## config.mk

```make
export PLATFORM = sky130hd
export DESIGN_NAME = xmr_cfg_regs_flat
export DESIGN_NICKNAME = d
export VERILOG_FILES = /design/src/hdl/xmr_pkg.sv /design/src/hdl/xmr_ifs.sv /design/src/hdl/xmr_cfg_regs.sv /design/src/flat_wrapper.sv
export SDC_FILE = /design/constraint.sdc
export NUM_CORES = 1
export LEC_CHECK = 0
export ABC_AREA = 1
export ABC_CLOCK_PERIOD_IN_PS = 800
export BUFFER_PORTS_ARGS = -buffer_cell sky130_fd_sc_hd__buf_2
export CAP_MARGIN = 30
export CORE_ASPECT_RATIO = 0.9
export CORE_MARGIN = 1.5
export CORE_UTILIZATION = 40
export DETAILED_ROUTE_END_ITERATION = 12
export PLACE_DENSITY_LB_ADDON = 0.05
export SETUP_SLACK_MARGIN = 0.15
export SLEW_MARGIN = 25
export SYNTH_ARGS = -nofsm -noshare
export SYNTH_HDL_FRONTEND = slang
export SYNTH_SLANG_ARGS = --single-unit
```

## constraint.sdc

```tcl
create_clock -name clk -period 0.8 [get_ports clk]
set_clock_uncertainty 0.1 [all_clocks]
set_input_delay 0.16 -clock clk [delete_from_list [all_inputs] [get_ports clk]]
set_output_delay 0.16 -clock clk [all_outputs]
set_load 0.1 [all_outputs]
```

## src/hdl/xmr_pkg.sv

```systemverilog
// Shared types and constants of the xorshift / congruential generator.
`timescale 1ns / 1ps

package xmr_pkg;

    typedef enum logic [1:0] {
        OP_LOAD     = 2'd0,
        OP_XORSHIFT = 2'd1,
        OP_LCG      = 2'd2,
        OP_BOTH     = 2'd3
    } opcode_t;

    localparam logic [2:0] REG_SHIFT_FIRST_LEFT  = 3'd0;
    localparam logic [2:0] REG_SHIFT_RIGHT       = 3'd1;
    localparam logic [2:0] REG_SHIFT_SECOND_LEFT = 3'd2;
    localparam logic [2:0] REG_MULTIPLIER        = 3'd3;
    localparam logic [2:0] REG_INCREMENT         = 3'd4;

    localparam logic [5:0]  RESET_SHIFT_FIRST_LEFT  = 6'd21;
    localparam logic [5:0]  RESET_SHIFT_RIGHT       = 6'd35;
    localparam logic [5:0]  RESET_SHIFT_SECOND_LEFT = 6'd4;
    localparam logic [63:0] RESET_MULTIPLIER        = 64'd2685821657736338717;
    localparam logic [63:0] RESET_INCREMENT         = 64'd0;
    localparam logic [63:0] RESET_STATE             = 64'd4101842887655102017;

    typedef struct packed {
        logic [5:0]  shift_first_left;
        logic [5:0]  shift_right;
        logic [5:0]  shift_second_left;
        logic [63:0] multiplier;
        logic [63:0] increment;
    } cfg_t;

endpackage

```

## src/hdl/xmr_ifs.sv

```systemverilog


interface xmr_cfg_if;
    logic        valid;
    logic        ready;
    logic [2:0]  index;
    logic [63:0] data;

    modport source (output valid, output index, output data, input ready);
    modport sink (input valid, input index, input data, output ready);
endinterface

```

## src/hdl/xmr_cfg_regs.sv

```systemverilog
// Configuration register file: shift amounts, multiplier and increment.
`timescale 1ns / 1ps

module xmr_cfg_regs (
    input  logic        clk,
    input  logic        rst_n,
    xmr_cfg_if.sink     cfg,
    output xmr_pkg::cfg_t regs
);

    xmr_pkg::cfg_t regs_reg;
    xmr_pkg::cfg_t regs_next;

    assign cfg.ready = 1'b1;
    assign regs      = regs_reg;

    always_comb
    begin
        regs_next = regs_reg;
        if (cfg.valid)
        begin
            unique case (cfg.index)
                xmr_pkg::REG_SHIFT_FIRST_LEFT:  regs_next.shift_first_left  = cfg.data[5:0];
                xmr_pkg::REG_SHIFT_RIGHT:       regs_next.shift_right       = cfg.data[5:0];
                xmr_pkg::REG_SHIFT_SECOND_LEFT: regs_next.shift_second_left = cfg.data[5:0];
                xmr_pkg::REG_MULTIPLIER:        regs_next.multiplier        = cfg.data;
                xmr_pkg::REG_INCREMENT:         regs_next.increment         = cfg.data;
                default:                        regs_next = regs_reg;
            endcase
        end
    end

    always_ff @(posedge clk or negedge rst_n)
    begin
        if (!rst_n)
        begin
            regs_reg.shift_first_left  <= xmr_pkg::RESET_SHIFT_FIRST_LEFT;
            regs_reg.shift_right       <= xmr_pkg::RESET_SHIFT_RIGHT;
            regs_reg.shift_second_left <= xmr_pkg::RESET_SHIFT_SECOND_LEFT;
            regs_reg.multiplier        <= xmr_pkg::RESET_MULTIPLIER;
            regs_reg.increment         <= xmr_pkg::RESET_INCREMENT;
        end
        else
        begin
            regs_reg <= regs_next;
        end
    end

endmodule

```

## src/flat_wrapper.sv

```systemverilog
// flat-port wrapper written by rule: the top's interface ports become plain ports
module xmr_cfg_regs_flat 
  (clk, rst_n, regs, cfg_valid, cfg_index, cfg_data, cfg_ready);
  xmr_cfg_if cfg_i ();
  input  logic clk;
  input  logic rst_n;
  output xmr_pkg::cfg_t regs;
  input wire logic [$bits(cfg_i.valid)-1:0] cfg_valid;
  input wire logic [$bits(cfg_i.index)-1:0] cfg_index;
  input wire logic [$bits(cfg_i.data)-1:0] cfg_data;
  output wire logic [$bits(cfg_i.ready)-1:0] cfg_ready;
  assign cfg_i.valid = cfg_valid;
  assign cfg_i.index = cfg_index;
  assign cfg_i.data = cfg_data;
  assign cfg_ready = cfg_i.ready;
  xmr_cfg_regs u_core (.clk(clk), .rst_n(rst_n), .cfg(cfg_i), .regs(regs));
endmodule
```

==> results.txt, run 1 <==
----------------------------------------------------
[Run status]
  Status ... finished with violations
  Failing checks ... negative hold slack, negative setup slack

[Power]
  Maximum vdd ir drop ... 2.33 mV
  Tot Pwr ... 41.0 mW
  Power density of the placed cells ... 3360 nW/µm²
  Total leakage power ... 5.56 nW

[Detailed routing]
  Number of vias per cell after detailed routing ... 5.34
  Wire length per cell ... 21.3 µm
  Wirelength, routed ... 24,100 µm
  Count of nets left with antenna violations after detail routing ... 0
  Number of optimization iterations in the first detailed-route pass ... 5
  Count of unresolved DRC violations after routing ... 0
  DRT iter0 DRCs ... 499
  Total number of vias ... 6,060

[Clock network]
  Clock slew at reported path FFs ... 0.06 ns
  TritonCTS clock tree ... built
  Number of buffers between clock root and the deepest sink ... 2
  Total number of H-tree levels ... 4
  Library cell used as clock root buffer ... sky130_fd_sc_hd__clkbuf_16
  Number of CTS-inserted buffers ... 17
  Clk Latency, worst-skew pair ... 0.42 ns
  Number of clock sinks ... 146

[STA]
  RSZ-0062 raised after global routing ... true
  Final-report setup violation count ... 283
  Post-route worst setup slack ... -0.710 ns
  Smallest hold slack ... -0.521 ns
  Number of hold-slack violations in the final timing report ... 283
  Fin Setup TNS ... -96.26 ns
  Number of max-slew violations in the final report ... 0
  Highest clock rate ... 662 MHz
  Share of the cycle needed by the critical path after routing ... 189%
  Time the final worst path needs with I/O delays and setup ... 1.51 ns

[Global routing]
  Initial antenna violation count ... 0
  Via count of the first global-routing pass ... 5,664
  Maximum number of pins on one net before global-route repair ... 43
  GRT overflow ... 0
  Global Route Usage Sum ... 26.0%
  First-pass GRT wire length ... 30,700 µm

[Worst setup path]
  Startpoint-to-endpoint class of the critical path ... flip-flop to output pin
  Cell at the slowest stage of the critical path ... sky130_fd_sc_hd__dfstp_4
  Buf+Inv Stages, Crit Path ... 1
  Capturing element type of the critical path ... output pin
  Signal arrival time at the worst endpoint ... 1.25 ns
  Element type at the critical path start ... flip-flop
  Top cell family by delay on the critical path ... flip-flops
  Worst path max stage delay ... 0.65 ns
  Maximum net fanout on the critical path ... 2
  Data required time of the worst path ... 0.54 ns
  Critical Path, Cell by Cell ... buf_12

[Min path]
  Class of the most critical hold timing path ... input pin to async pin

[Floorplanning]
  Core Region ... 14,200 µm²
  Standard-cell row count ... 41
  Number of top-level design ports ... 217
  Die Wd ... 130 µm
  Effective utilization at floorplan ... 41.3%
  Overall die height ... 118 µm
  Die footprint ... 15,400 µm²

[Synth]
  Cell area after synthesis ... 5850 µm²
  Total of warnings raised by yosys ... 0
  Yosys reg bits ... 146
  Number of nets in the synthesized netlist ... 715
  Avg Inst Size Synth ... 9.07 µm²
  Gate count after technology mapping ... 645
  Register area share after synthesis ... 63.3%
  Netlist cell types ... 12

[Cells and area]
  Number of antenna repair diodes ... 0
  Total Nets Final ... 998
  Largest register FFs ... 146
  Fin util ... 86.2%
  Share of post-route cells with drive strength above 1 ... 69.7%
  Post-layout instance area ... 12,200 µm²
  Area growth from synthesis to layout ... 108%

[Place]
  DP Worst Slack ... -0.449 ns
  Placement Cell Area ... 10,100 µm²
  Post-detailed-placement half-perimeter wirelength ... 13,100 µm
  IO buf count ... 215
  Final Wtd Congestion ... 0.869

[Run]
  Max-cap violations ... 0

----------------------------------------------------
where the power goes:
group	total, mW	switching (mW)	internal [mW]
clock	8.87	3.12	5.75
sequential	11.9	1.88	9.99
combinational	20.2	13.1	7.11
Yosys cell counts (all sizes together):
master	n	area (µm²)
dfstp	40	1050
inv	5	18.8
nand2	299	1120
buf	41	239
nand3	146	731
dfrtp	106	2650
nor2	5	26.3
conb	1	3.75
clkbuf	2	7.51
final timing paths:
path	from	end	slack (ns)	cells after the start
setup / recovery	u_core.regs[144]	regs[144]	-0.71	1
hold / removal	rst_n	u_core.regs[59]	-0.52	1
setup reg to reg	u_core.regs[29]	u_core.regs[29]	-0.24	4
hold reg to reg	u_core.regs[18]	u_core.regs[18]	0.45	2
max in group asynchronous	rst_n	u_core.regs[86]	0.57	2
min in group clk	cfg_data[12]	u_core.regs[76]	-0.14	3
area by class of cell:
class                      instances  area (µm²)
clock buffer                      21         470
clock inverter                    11         181
fill                             687        1960
inverter                           5        26.3
multi-input combinational        452        2430
sequential                       146        4250
tap                              193         241
timing repair buffer             306        4590
through the flow:
| stage | hold WS, ns | instances |
|---|---|---|
| 5_1_grt | -0.519 | 1134 |
| 3_3_place_gp | -0.0731 | 1041 |
| 2_1_floorplan | -0.236 | 645 |
| 3_5_place_dp | -0.0758 | 1041 |
| 4_1_cts | -0.527 | 1079 |
| 6_report | -0.521 | 1134 |
layout by cell type (no fill, tap or decap):
master / count
sky130_fd_sc_hd__buf_12: 163
sky130_fd_sc_hd__buf_2: 64
sky130_fd_sc_hd__buf_4: 24
sky130_fd_sc_hd__buf_6: 39
sky130_fd_sc_hd__buf_8: 1
sky130_fd_sc_hd__bufinv_16: 5
sky130_fd_sc_hd__clkbuf_1: 1
sky130_fd_sc_hd__clkbuf_16: 32
sky130_fd_sc_hd__clkbuf_8: 3
sky130_fd_sc_hd__clkinv_1: 1
sky130_fd_sc_hd__clkinv_2: 4
sky130_fd_sc_hd__clkinvlp_4: 1
sky130_fd_sc_hd__conb_1: 1
sky130_fd_sc_hd__dfrtp_4: 106
sky130_fd_sc_hd__dfstp_4: 40
sky130_fd_sc_hd__inv_1: 2
sky130_fd_sc_hd__inv_4: 3
sky130_fd_sc_hd__nand2_1: 137
sky130_fd_sc_hd__nand2_2: 146
sky130_fd_sc_hd__nand2_4: 15
sky130_fd_sc_hd__nand2_8: 2
sky130_fd_sc_hd__nand3_1: 142
sky130_fd_sc_hd__nand3_2: 4
sky130_fd_sc_hd__nor2_1: 1
sky130_fd_sc_hd__nor2_2: 1
sky130_fd_sc_hd__nor2_4: 3
cell families (layout without fill, tap and decap cells):
kind of cell | after synthesis | in the layout | synth area share (%)
buffers and inverters | 48 | 343 | 4.53
flip-flops | 146 | 146 | 63.3
other | 1 | 1 | 0.0641
AND/OR/NAND/NOR | 450 | 451 | 32.1
timing repair:
item | in CTS | in global routing
endpoints found under the hold margin | 287 | 272
buffers inserted | 6 | 36
setup endpoints to repair | 292 | 292
resized for setup | 62 | 167
gates cloned | 0 | 19
pin swaps | 9 | 37
routing by layer:
layer,global-route usage [%],share of wire [%]
met5,0,0
met4,7.62,1.6
met3,7.82,9.1
met2,42.9,52
met1,32.9,37
Note: power is estimated with default switching activity, not from simulation.
==> inputs of run 2 (changes only) <==
Settings changed: ABC_AREA 1 to unset.
==> results.txt, run 2 <==
----------------------------------------------------
[Synth]
  Post-synthesis share of cell area spent on xor and xnor gates ... 0% (unchanged)
  Netlist cell types ... 13 (+1)
  Gate count after technology mapping ... 315 (-51%)
  Share of flip-flops with an asynchronous set or reset after synthesis ... 100% (unchanged)
  Fraction of synthesized area in multiplexers ... 32.0% (+32 points)
  Cell area after synthesis ... 5850 µm² (-0.11%)
  Most frequently used flop master after synthesis ... sky130_fd_sc_hd__dfrtp_1
  Yosys reg bits ... 146 (unchanged)
  Top cell type's share of synthesized area ... 45.4% (+0.049 points)
  Number of nets in the synthesized netlist ... 385 (-46%)
  Number of synthesized flops with an enable pin ... 0 (unchanged)
  Avg Inst Size Synth ... 18.6 µm² (+100%)
  Area share of and/or/nand/nor cells after synthesis ... 1.20% (-31 points)
  Main area contributors after synthesis ... sky130_fd_sc_hd__dfrtp_1, sky130_fd_sc_hd__dfstp_2, sky130_fd_sc_hd__mux2_2
  Post-synthesis cell type with the largest combined area ... sky130_fd_sc_hd__dfrtp_1
  Register area share after synthesis ... 63.4% (+0.068 points)
  Post-synthesis share of cell area spent on full adders, half adders and majority gates ... 0% (unchanged)
  Compound-Gate Fraction of Synth Area ... 0% (unchanged)
  Combinational family with the most area after synthesis ... multiplexers
  Leading post-synthesis cells by instance count ... sky130_fd_sc_hd__dfrtp_1, sky130_fd_sc_hd__mux2_2, sky130_fd_sc_hd__mux2_4, sky130_fd_sc_hd__dfstp_2, sky130_fd_sc_hd__buf_4
  Leading cell type by number of instances after synthesis ... sky130_fd_sc_hd__dfrtp_1
  Total of warnings raised by yosys ... 0 (unchanged)

[Worst setup path]
  Critical path endpoint ... regs[118]
  Number of stages on the worst setup path ... 1 (unchanged)
  Critical Path, Cell by Cell ... buf_12
  Maximum net fanout on the critical path ... 2 (unchanged)
  Critical path launch point ... u_core.regs[118]
  Buf+Inv Stages, Crit Path ... 1 (unchanged)
  FF-to-FF Start ... u_core.regs[113]
  Worst path max stage delay ... 0.64 ns (about the same)
  Reg2Reg Capture Point ... u_core.regs[113]
  Cell at the slowest stage of the critical path ... sky130_fd_sc_hd__dfstp_4
  Worst Reg-to-Reg Cells ... 3 (-1)
  Signal arrival time at the worst endpoint ... 1.24 ns (about the same)
  Data required time of the worst path ... 0.54 ns (about the same)
  Element type at the critical path start ... flip-flop
  Capturing element type of the critical path ... output pin
  Top cell family by delay on the critical path ... flip-flops
  Startpoint-to-endpoint class of the critical path ... flip-flop to output pin
  Reg-to-reg slack, setup ... -0.41 ns (-0.17 ns)

[Run]
  Max-cap violations ... 0 (unchanged)

[Power]
  Tot Pwr ... 45.5 mW (+11%)
  Total leakage power ... 5.56 nW (about the same)
  Maximum vdd ir drop ... 2.18 mV (-6.5%)
  Power density of the placed cells ... 3690 nW/µm² (+9.8%)

[Clock network]
  Clk Latency, worst-skew pair ... 0.42 ns (about the same)
  Clock slew at reported path FFs ... 0.06 ns (about the same)
  Library cell used as clock root buffer ... sky130_fd_sc_hd__clkbuf_16
  Total number of H-tree levels ... 4 (unchanged)
  Number of CTS-inserted buffers ... 17 (unchanged)
  Number of clock sinks ... 146 (unchanged)
  Number of buffers between clock root and the deepest sink ... 2 (unchanged)
  TritonCTS clock tree ... built

[STA]
  Number of hold-slack violations in the final timing report ... 282 (-0.35%)
  Time the final worst path needs with I/O delays and setup ... 1.50 ns (-0.00868 ns)
  Highest clock rate ... 666 MHz (+0.58%)
  RSZ-0062 raised after global routing ... true
  Fin Setup TNS ... -126.10 ns (-29.84 ns)
  Number of max-slew violations in the final report ... 0 (unchanged)
  Smallest hold slack ... -0.505 ns (+0.0164 ns)
  Final-report setup violation count ... 292 (+3.2%)
  Share of the cycle needed by the critical path after routing ... 188% (-1.1 points)
  Post-route worst setup slack ... -0.701 ns (+0.00868 ns)

[Global routing]
  First-pass GRT wire length ... 28,600 µm (-6.9%)
  Maximum number of pins on one net before global-route repair ... 30 (-30%)
  Initial antenna violation count ... 1 (+1)
  Global Route Usage Sum ... 25.4% (-0.54 points)
  Via count of the first global-routing pass ... 4,590 (-19%)
  GRT overflow ... 0 (unchanged)

[Cells and area]
  Total Nets Final ... 714 (-28%)
  Largest register FFs ... 146 (unchanged)
  Most frequent cells in the layout ... sky130_fd_sc_hd__buf_12, sky130_fd_sc_hd__mux2_4, sky130_fd_sc_hd__dfrtp_4, sky130_fd_sc_hd__buf_2, sky130_fd_sc_hd__buf_6
  Area growth from synthesis to layout ... 111%
  Number of filler cells placed in the layout ... 583 (-15%)
  Most common cell after layout, fill and taps aside ... sky130_fd_sc_hd__buf_12
  Share of post-route cells with drive strength above 1 ... 99.2% (+30 points)

[Floorplanning]
  Effective utilization at floorplan ... 41.3% (-0.044 points)
  Core Region ... 14,200 µm² (unchanged)
  Standard-cell row count ... 41 (unchanged)
  Die Wd ... 130 µm (about the same)
  Die footprint ... 15,300 µm² (-0.10%)
  Number of top-level design ports ... 217 (unchanged)
  Overall die height ... 118 µm (about the same)

[Run status]
  Status ... finished with violations
  Failing checks ... negative hold slack, negative setup slack

[Detailed routing]
  DRT iter0 DRCs ... 178 (-64%)
  Count of nets left with antenna violations after detail routing ... 0 (unchanged)
  Sum of met2 wire segment lengths after detailed routing ... 9970 µm (-21%)
  Number of optimization iterations in the first detailed-route pass ... 4 (-1)
  Wirelength, routed ... 18,900 µm (-21%)
  Highest layer used for signal routing ... met4
  Routed length on met3 ... 1270 µm (-42%)
  Number of vias per cell after detailed routing ... 4.71 (-12%)
  Wire length per cell ... 22.3 µm (+4.7%)
  Met1 wire length ... 7420 µm (-18%)
  Count of unresolved DRC violations after routing ... 0 (unchanged)
  Total number of vias ... 4,008 (-34%)

[Place]
  Post-detailed-placement half-perimeter wirelength ... 11,400 µm (-13%)
  DP Worst Slack ... -0.701 ns (-0.252 ns)
  Final Wtd Congestion ... 0.712 (-18%)
  IO buf count ... 215 (unchanged)

[Min path]
  Class of the most critical hold timing path ... input pin to async pin

----------------------------------------------------
==> run 2: cell types whose count changed in the layout (fill, tap and decap cells not counted), moves of 4 or more <==
cell and delta:
sky130_fd_sc_hd__nand2_1 -137, sky130_fd_sc_hd__clkbuf_16 -15, sky130_fd_sc_hd__buf_6 +17, sky130_fd_sc_hd__buf_16 +15
sky130_fd_sc_hd__nand3_2 -4, sky130_fd_sc_hd__nand2_4 -15, sky130_fd_sc_hd__mux2_4 +144, sky130_fd_sc_hd__nand3_1 -142
sky130_fd_sc_hd__buf_8 +6, sky130_fd_sc_hd__nand2_2 -146, sky130_fd_sc_hd__buf_4 -6
==> run 2: how the worst min path moves through the flow <==
stage	to	slack, ns
detailed placement	u_core.regs[39]	-0.06
CTS	u_core.regs[39]	-0.51
global placement	u_core.regs[39]	-0.06
floorplan	u_core.regs[0]	-0.24
finish	u_core.regs[39]	-0.50
global route	u_core.regs[107]	-0.51
==> run 2: what timing repair did <==
item / 4_1_cts / 5_1_grt
cloned: 15 / 0
endpoints found under the hold margin: 288 / 272
resized for setup: 76 / 37
setup endpoints to repair: 292 / 292
setup buffers: 38 / 33
pin swaps: 4 / 2
==> run 2: power by group <==
group          internal, mW  switching, mW  leakage, nW  total [mW]
Combinational          9.73           14.5         3.65        24.2
Sequential             10.5           2.01         1.60        12.5
Clock                  5.69           3.12        0.314        8.81
Total                  25.9           19.6         5.56        45.5
==> run 2: per-layer routing <==
layer	up-vias	global-route usage [%]
met4	0	7.35
met5	-	0
met1	2080	31.1
met2	138	42.2
met3	18	9.05
li1	1772	-
==> run 2: final cells by class <==
| class | count | area [µm²] | area share [%] |
|---|---|---|---|
| Antenna cell | 1 | 2.50 | 0.0203 |
| Clock buffer | 22 | 464 | 3.76 |
| Clock inverter | 10 | 181 | 1.47 |
| Multi-Input combinational cell | 152 | 2270 | 18.4 |
| Sequential cell | 146 | 4250 | 34.4 |
| Tap cell | 193 | 241 | 1.96 |
| Timing Repair Buffer | 327 | 4930 | 40.0 |
==> run 2: cell families after synthesis <==
group,after synthesis
buffers and inverters,17
other,1
and+or+nand+nor,5
muxes,146
DFF,146
==> run 2: through the flow <==
| stage | instance area (µm²) | utilization, % | std cells |
|---|---|---|---|
| after CTS | 11900 | 84.3 | 817 |
| after global routing | 12300 | 87.2 | 851 |
| after global placement | 10300 | 72.7 | 732 |
| final | 12300 | 87.2 | 851 |
| after detailed placement | 10300 | 72.7 | 732 |
| after floorplan | 6650 | - | 315 |
